**src/hw/rtl/qah_sqrt_cell.sv**
```systemverilog
module qah_sqrt_cell #(
  parameter int RW = 16
) (
  input  logic            clk,
  input  logic            en,
  input  logic [2*RW-1:0] rad_i,
  input  logic [RW:0]     rem_i,
  input  logic [RW-1:0]   root_i,
  output logic [2*RW-1:0] rad_o,
  output logic [RW:0]     rem_o,
  output logic [RW-1:0]   root_o
);

  logic [RW+2:0] rem_sh;
  logic [RW+2:0] trial;
  logic [RW+3:0] diff;
  logic          ge;
  logic [2*RW-1:0] rad_r;
  logic [RW:0]     rem_r;
  logic [RW-1:0]   root_r;
  logic [2*RW-1:0] rad_nxt;
  logic [RW:0]     rem_nxt;
  logic [RW-1:0]   root_nxt;

  // one restoring step: bring down two radicand bits, try root*4+1
  assign rem_sh = {rem_i, rad_i[2*RW-1 -: 2]};
  assign trial  = {1'b0, root_i, 2'b01};
  assign diff   = {1'b0, rem_sh} - {1'b0, trial};
  assign ge     = ~diff[RW+3];

  assign rad_nxt  = {rad_i[2*RW-3:0], 2'b00};
  assign rem_nxt  = ge ? diff[RW:0] : rem_sh[RW:0];
  assign root_nxt = {root_i[RW-2:0], ge};

  always_ff @(posedge clk) begin
    if (en) begin
      rad_r  <= rad_nxt;
      rem_r  <= rem_nxt;
      root_r <= root_nxt;
    end
  end

  assign rad_o  = rad_r;
  assign rem_o  = rem_r;
  assign root_o = root_r;

endmodule

```
**src/hw/rtl/qah_sqrt_chain.sv**
```systemverilog
module qah_sqrt_chain #(
  parameter int RW = 16
) (
  input  logic            clk,
  input  logic            en,
  input  logic [2*RW-1:0] rad_i,
  output logic [RW-1:0]   root_o
);

  logic [2*RW-1:0] rad_w  [RW+1];
  logic [RW:0]     rem_w  [RW+1];
  logic [RW-1:0]   root_w [RW+1];

  assign rad_w[0]  = rad_i;
  assign rem_w[0]  = '0;
  assign root_w[0] = '0;

  for (genvar i = 0; i < RW; i++) begin : g_cell
    qah_sqrt_cell #(.RW(RW)) u_cell (
      .clk    (clk),
      .en     (en),
      .rad_i  (rad_w[i]),
      .rem_i  (rem_w[i]),
      .root_i (root_w[i]),
      .rad_o  (rad_w[i+1]),
      .rem_o  (rem_w[i+1]),
      .root_o (root_w[i+1])
    );
  end

  assign root_o = root_w[RW];

endmodule

```
**config.mk**
```make
export PLATFORM = sky130hd
export DESIGN_NAME = qah_sqrt_chain
export DESIGN_NICKNAME = d
export VERILOG_FILES = /design/src/hw/rtl/qah_sqrt_cell.sv /design/src/hw/rtl/qah_sqrt_chain.sv
export SDC_FILE = /design/constraint.sdc
export NUM_CORES = 1
export LEC_CHECK = 0
export ABC_AREA = 0
export BUFFER_PORTS_ARGS = -buffer_cell sky130_fd_sc_hd__buf_2
export CAP_MARGIN = 0
export CORE_ASPECT_RATIO = 1.4
export CORE_MARGIN = 2
export CORE_UTILIZATION = 45
export CTS_CLUSTER_DIAMETER = 30
export DETAILED_ROUTE_END_ITERATION = 7
export SYNTH_ARGS = -nofsm -noshare
export SYNTH_HDL_FRONTEND = slang
export SYNTH_SLANG_ARGS = --single-unit
```
**constraint.sdc**
```tcl
create_clock -name clk -period 2.42 [get_ports clk]
set_input_delay 0.121 -clock clk [delete_from_list [all_inputs] [get_ports clk]]
set_output_delay 0.121 -clock clk [all_outputs]
set_load 0.03 [all_outputs]
```
# After elaboration in Yosys (flattened, before gate mapping)
# Cells that the tools add are included.
# Widths: inputs -> output; s select.
[classes]
n_addsub = 16
mux = 15
bitwise_logic = 16
[op_table]
columns = ["operator", "n"]
rows = [
  ["$mux 17", 14],
  ["$sub 19x10->20", 1],
  ["$sub 19x11->20", 1],
  ["$sub 19x12->20", 1],
  ["$sub 19x13->20", 1],
  ["$sub 19x14->20", 1],
  ["$sub 19x15->20", 1],
  ["$sub 19x16->20", 1],
  ["$sub 19x17->20", 1],
  ["$sub 19x3->20", 1],
  ["$sub 19x4->20", 1],
  ["$sub 19x5->20", 1],
  ["$sub 19x6->20", 1],
  ["$sub 19x7->20", 1],
  ["$sub 19x8->20", 1],
  ["$sub 19x9->20", 1],
  ["$not 1->1", 16],
  ["$sub 2x1->3 const B", 1],
  ["$mux 2", 1],
]
[word_totals]
reg_bits = 617
in_bits = 34
word_cells = 94

# Logic depth before layout (Yosys ltp)
[logic_depth]
depth_word = 2
mapped_depth = 11

# Cells and area by module
# Synthesis repeated with hierarchy kept, for this count alone.
[unflattened]
cells_unflattened = 3469
hier_area_um2 = 48718.0
[by_module_without_submodules]
columns = ["module", "instances", "cells_each", "area_each_um2", "seq_area_each_um2"]
rows = [
  ["qah_sqrt_cell (g_cell[0].u_cell ...)", 9, 226, 3088.0, 1891.8],
  ["qah_sqrt_cell (g_cell[4].u_cell ...)", 6, 202, 2971.6, 1891.8],
  ["qah_sqrt_cell (g_cell[10].u_cell)", 1, 222, 3093.0, 1891.8],
  ["qah_sqrt_chain", 1, 1, 3.8, 0.0],
]

# Least setup slack after synthesis
# No wires, ideal clock.
[synth_timing]
path_type = "register to register"
startpoint = "reg g_cell[12].u_cell.rem_r[7]"
endpoint = "reg g_cell[13].u_cell.rem_r[16] (data pin)"
setup_time_ps = 260
arrival_time_ps = 2413
slack_ps = -252
stages_incl_launch_ff = 9
synth_period_minus_slack_ps = 2672
cell_sequence = "edfxtp_1 -> ha_1 -> a41o_1 -> a221oi_2 -> nor2b_1 -> a311oi_1 -> a21oi_1 -> a211oi_1 -> mux2_2"
[synth_between]
elab_chain_cells = 2
[synth_rtl]
columns = ["element", "line_no", "rtl"]
rows = [
  ["from (decl)", "qah_sqrt_cell.sv:19", "logic [RW:0] rem_r;"],
  ["from (signal assigned)", "qah_sqrt_cell.sv:38", "rem_r <= rem_nxt;"],
  ["$sub 19x15->20", "qah_sqrt_cell.sv:28", "assign diff = {1'b0, rem_sh} - {1'b0, trial};"],
  ["$mux 17", "qah_sqrt_cell.sv:32", "assign rem_nxt = ge ? diff[RW:0] : rem_sh[RW:0];"],
  ["net g_cell[13].u_cell.rem_nxt[16]", "qah_sqrt_cell.sv:22", "logic [RW:0] rem_nxt;"],
  ["to (signal assigned)", "qah_sqrt_cell.sv:38", ""],
  ["to (decl)", "qah_sqrt_cell.sv:19", ""],
]
# The timed path passes the listed nets, and every way through them passes these cells.
# A chain may end at the register's enable or synchronous reset.

# Worst setup path after layout
[layout_timing]
startpoint = "reg g_cell[12].u_cell.root_r[7]"
endpoint = "reg g_cell[13].u_cell.rem_r[16] (data pin)"
[layout_between]
elab_chain_cells = 2
[layout_rtl]
columns = ["element", "line_no", "rtl"]
rows = [
  ["from (decl)", "qah_sqrt_cell.sv:20", "logic [RW-1:0] root_r;"],
  ["from (signal assigned)", "qah_sqrt_cell.sv:39", "root_r <= root_nxt;"],
  ["$sub 19x15->20", "qah_sqrt_cell.sv:28", ""],
  ["$mux 17", "qah_sqrt_cell.sv:32", ""],
  ["net g_cell[13].u_cell.rem_nxt[16]", "qah_sqrt_cell.sv:22", ""],
]
# The timed path passes the listed nets, and every way through them passes these cells.

==> reports/metrics.yaml <==
synth.distinct_cells: 63
synthCells: 2032
first_pass_iters: 5
synth_async_sr_flop_share: 0
routedWlPerCell_um: 16.03
layout-drive-gt1-share: 0.3122
rsz0062_at_grt: "yes"
routed-wl-met3_um: 1634
die_h_um: 296.8
p_int_uw: 25350
cts_tree: "built"
ys_seq_elements: 613
maxCapViolations: 0
slew_headroom: 0.4415
synthToLayoutAreaGrowth_pct: 33.22
coreArea_um2: 60650
cts_max_level: 3
grt_pass1_wl_um: 82810
drc: 0
hold_path.startpoint: "rad_i[22]"
synth-compound-area-share: 0.08450
cts_made_buffers: 104
dieWidth_um: 213.1
period_share: 1.104
synth_ff_type: "edfxtp_1"
tightest_slew_ns: 0.8301
vias_per_cell: 5.136
yosys_warnings: 0
synth.avg_cell_area_um2: 13.56
yosys.area_share.adder: 0.06221
switching_share: 0.2460
dp_hpwl_um: 35310
synth-xor-area-share: 0.04736
setup_tns_ns: -6.062
r2r_start: "g_cell[12].u_cell.root_o[7]"
holdPathStages: 2
layout_setup_ws_ns: -0.2523
routabilityCongestion: 0.8887
synth-simple-area-share: 0.08668
status: "finished with violations"
end_kind: "flip-flop"
final_core_util: 0.6053
initial_core_util: 0.4544
yosys-top-cells-area: "edfxtp_1 67%, ha_1 6.2%, inv_1 2.6%"
p_sw_uw: 8268
power_frac_comb: 0.159
required_ns: 2.79
p_leak_uw: 0.01445
hold_viol: 0
power-per-cell-area_nw_per_um2: 915.8
met2_length_um: 33160
fin_worst_skew_ns: 0.03965
critPathKind: "reg -> reg"
die-area_um2: 63260
wl_um: 54290
ir_drop_v: 0.0006934
post-route-min-period_ns: 2.672
antenna_cells: 0
clock_path_buffers: 3
hp-class: "in -> reg"
drt_iter0_markers: 683
syn-num-nets: 2203
seq_area_frac_synth: 0.6680
clock-sinks: 613
antenna_found_initial: 0
crit_arrival_ns: 3.04
placed_area_um2: 30600
setup_violations: 71
root_buffer: "clkbuf_16"
grt.total_usage: 0.1649
netlist_area_um2: 27560
violations: "negative setup slack"
yosysTopAreaCell: "edfxtp_1"
numPortBuffers: 49
power_frac_clock: 0.434
fin_area_um2: 36710
clk_latency_ns: 0.65
yosys.area.top_type_share: 0.6680
grt_overflow: 0
vias: 17391
wl_met1_um: 16500
grt_max_degree: 97
r2r_cells: 9
row_count: 107
max_freq_mhz: 374.2
clkTransAtPathRegs_ns: 0.05
final_nets: 2655
hold_path_end: "g_cell[0].u_cell.rad_o[24]"
r2r-end: "g_cell[13].u_cell.rem_o[16]"
synth_edf_count: 613
drv_slew: 0
synth_top_family_by_area: "simple AND/OR/NAND/NOR gates"
final_antenna_net_count: 0
grt_pass1_vias: 18353
synthMuxAreaShare: 0.02052
path_max_fanout: 8
reg2reg_slack_ns: -0.25
ios: 50
power_frac_seq: 0.407
dr.max_layer_used: "met4"
critPathLaunchType: "flip-flop"
## per-layer routing
layer	global-route usage	vias up
met1	0.1256	8477
met2	0.3517	321
met5	0	-
li1	-	8410
met4	0.1071	0
met3	0.02791	183
## worst max-delay path, cell delays in order (launching register included)
cell and delay (ns):
edfxtp_1 0.39, inv_2 0.09, ha_4 0.20, a41o_1 0.24, a221oi_2 0.31, or2_1 0.19, a31oi_2 0.11, or3_4 0.44
nor2b_2 0.18, mux2_4 0.25
## power groups by stage
stage,sequential [µW],combinational (µW),clock [µW]
CTS,13600,4900,14900
global placement,13800,4160,0
detailed placement,13800,4320,0
floorplan,13700,2820,0
global route,13800,5800,15300
finish,13700,5340,14600
## metrics by stage
stage / total power (µW) / cells / hold slack [ns] / setup WS, ns
2_1_floorplan: 16500 / 2032 / 0.2199 / -0.06995
3_3_place_gp: 17920 / 3093 / 0.2970 / -0.3781
3_5_place_dp: 18140 / 3093 / 0.2991 / -0.4059
4_1_cts: 33410 / 3357 / 0.1422 / -0.2510
5_1_grt: 34930 / 3386 / 0.1605 / -0.3340
6_report: 33620 / 3386 / 0.1807 / -0.2523
## sequential cells by signal, summed over array words and instances (netlist names)
signal                cells
g_cell.u_cell.rem_o     237
g_cell.u_cell.root_o    136
g_cell.u_cell.rad_o     240
## cell families (layout without fill, tap and decap cells)
kind of cell,Yosys count,count (layout)
muxes,51,51
buffers and inverters,216,753
and+or+nand+nor,490,490
adders and majority gates,137,137
xor gates and xnor gates,149,149
DFF,613,613
other,1,1
AOI/OAI and AO/OA,375,375
## cell type report
type | instances | area (µm²)
Clock buffer | 114 | 2661
Clock inverter | 77 | 897.1
Fill cell | 4493 | 23940
Inverter | 192 | 733.2
Multi-Input combinational cell | 1203 | 9764
Sequential cell | 613 | 18410
Tap cell | 817 | 1022
Timing Repair Buffer | 368 | 3204
Timing Repair inverter | 2 | 18.77
## cells in the mapped netlist, types with 4 or more instances
cell type  number
a211oi_1       12
a21boi_0       10
a21o_1         33
a21oi_1       122
a31oi_1        14
and2_1          8
and3_1          7
buf_2           7
clkbuf_1       13
edfxtp_1      613
ha_1          137
inv_1         190
mux2_2         44
mux2i_1         7
nand2_1       118
nand2b_1       27
nand3_1        23
nand4_1        11
nand4b_1        4
nor2_1        135
nor2b_1        25
nor3_1         59
nor3b_1         6
nor4_1         16
o2111ai_1       4
o211ai_1       11
o21a_1         36
o21ai_0        83
o21bai_1        7
o31a_1          4
o31ai_1        16
or2_2          15
or3_1          18
or4_1          10
xnor2_1        81
xor2_1         68
## layout by cell type, fill, tap and decap left out, drive strengths merged, types with 8 or more instances in the layout
| cell | count |
|---|---|
| edfxtp | 613 |
| buf | 331 |
| inv | 200 |
| ha | 137 |
| nor2 | 135 |
| a21oi | 122 |
| nand2 | 118 |
| clkbuf | 117 |
| o21ai | 86 |
| xnor2 | 81 |
| xor2 | 68 |
| nor3 | 60 |
| mux2 | 44 |
| clkinv | 43 |
| o21a | 36 |
| dlygate4sd3 | 34 |
| a21o | 33 |
| nand2b | 27 |
| nor2b | 25 |
| nand3 | 23 |
| or3 | 18 |
| nor4 | 17 |
| o31ai | 17 |
| or2 | 16 |
| bufinv | 15 |
| a31oi | 14 |
| clkinvlp | 13 |
| a211oi | 13 |
| o211ai | 11 |
| nand4 | 11 |
| or4 | 10 |
| a21boi | 10 |
| and2 | 8 |
## how the worst max path moves through the flow
stage,startpoint,endpoint,slack [ns],cells past startpoint
after floorplan,g_cell[12].u_cell.root_o[5],g_cell[13].u_cell.rem_o[16],-0.07,10
after global placement,g_cell[10].u_cell.rem_o[0],g_cell[11].u_cell.rem_o[14],-0.38,9
after detailed placement,g_cell[13].u_cell.rem_o[0],g_cell[14].u_cell.rem_o[16],-0.41,8
after CTS,g_cell[12].u_cell.root_o[7],g_cell[13].u_cell.rem_o[16],-0.25,9
after global routing,g_cell[11].u_cell.root_o[0],g_cell[12].u_cell.rem_o[15],-0.33,10
final,g_cell[12].u_cell.root_o[7],g_cell[13].u_cell.rem_o[16],-0.25,9
## what timing repair did
item | CTS | global route
pin swaps | 64 | 76
resized for setup | 210 | 188
endpoints found under the hold margin | 66 | 0
gates cloned | 5 | 7
setup buffers | 34 | 24
endpoints found under the setup margin | 178 | 171
hold buffers | 34 | 0
Note: power is estimated with default switching activity, not from simulation.
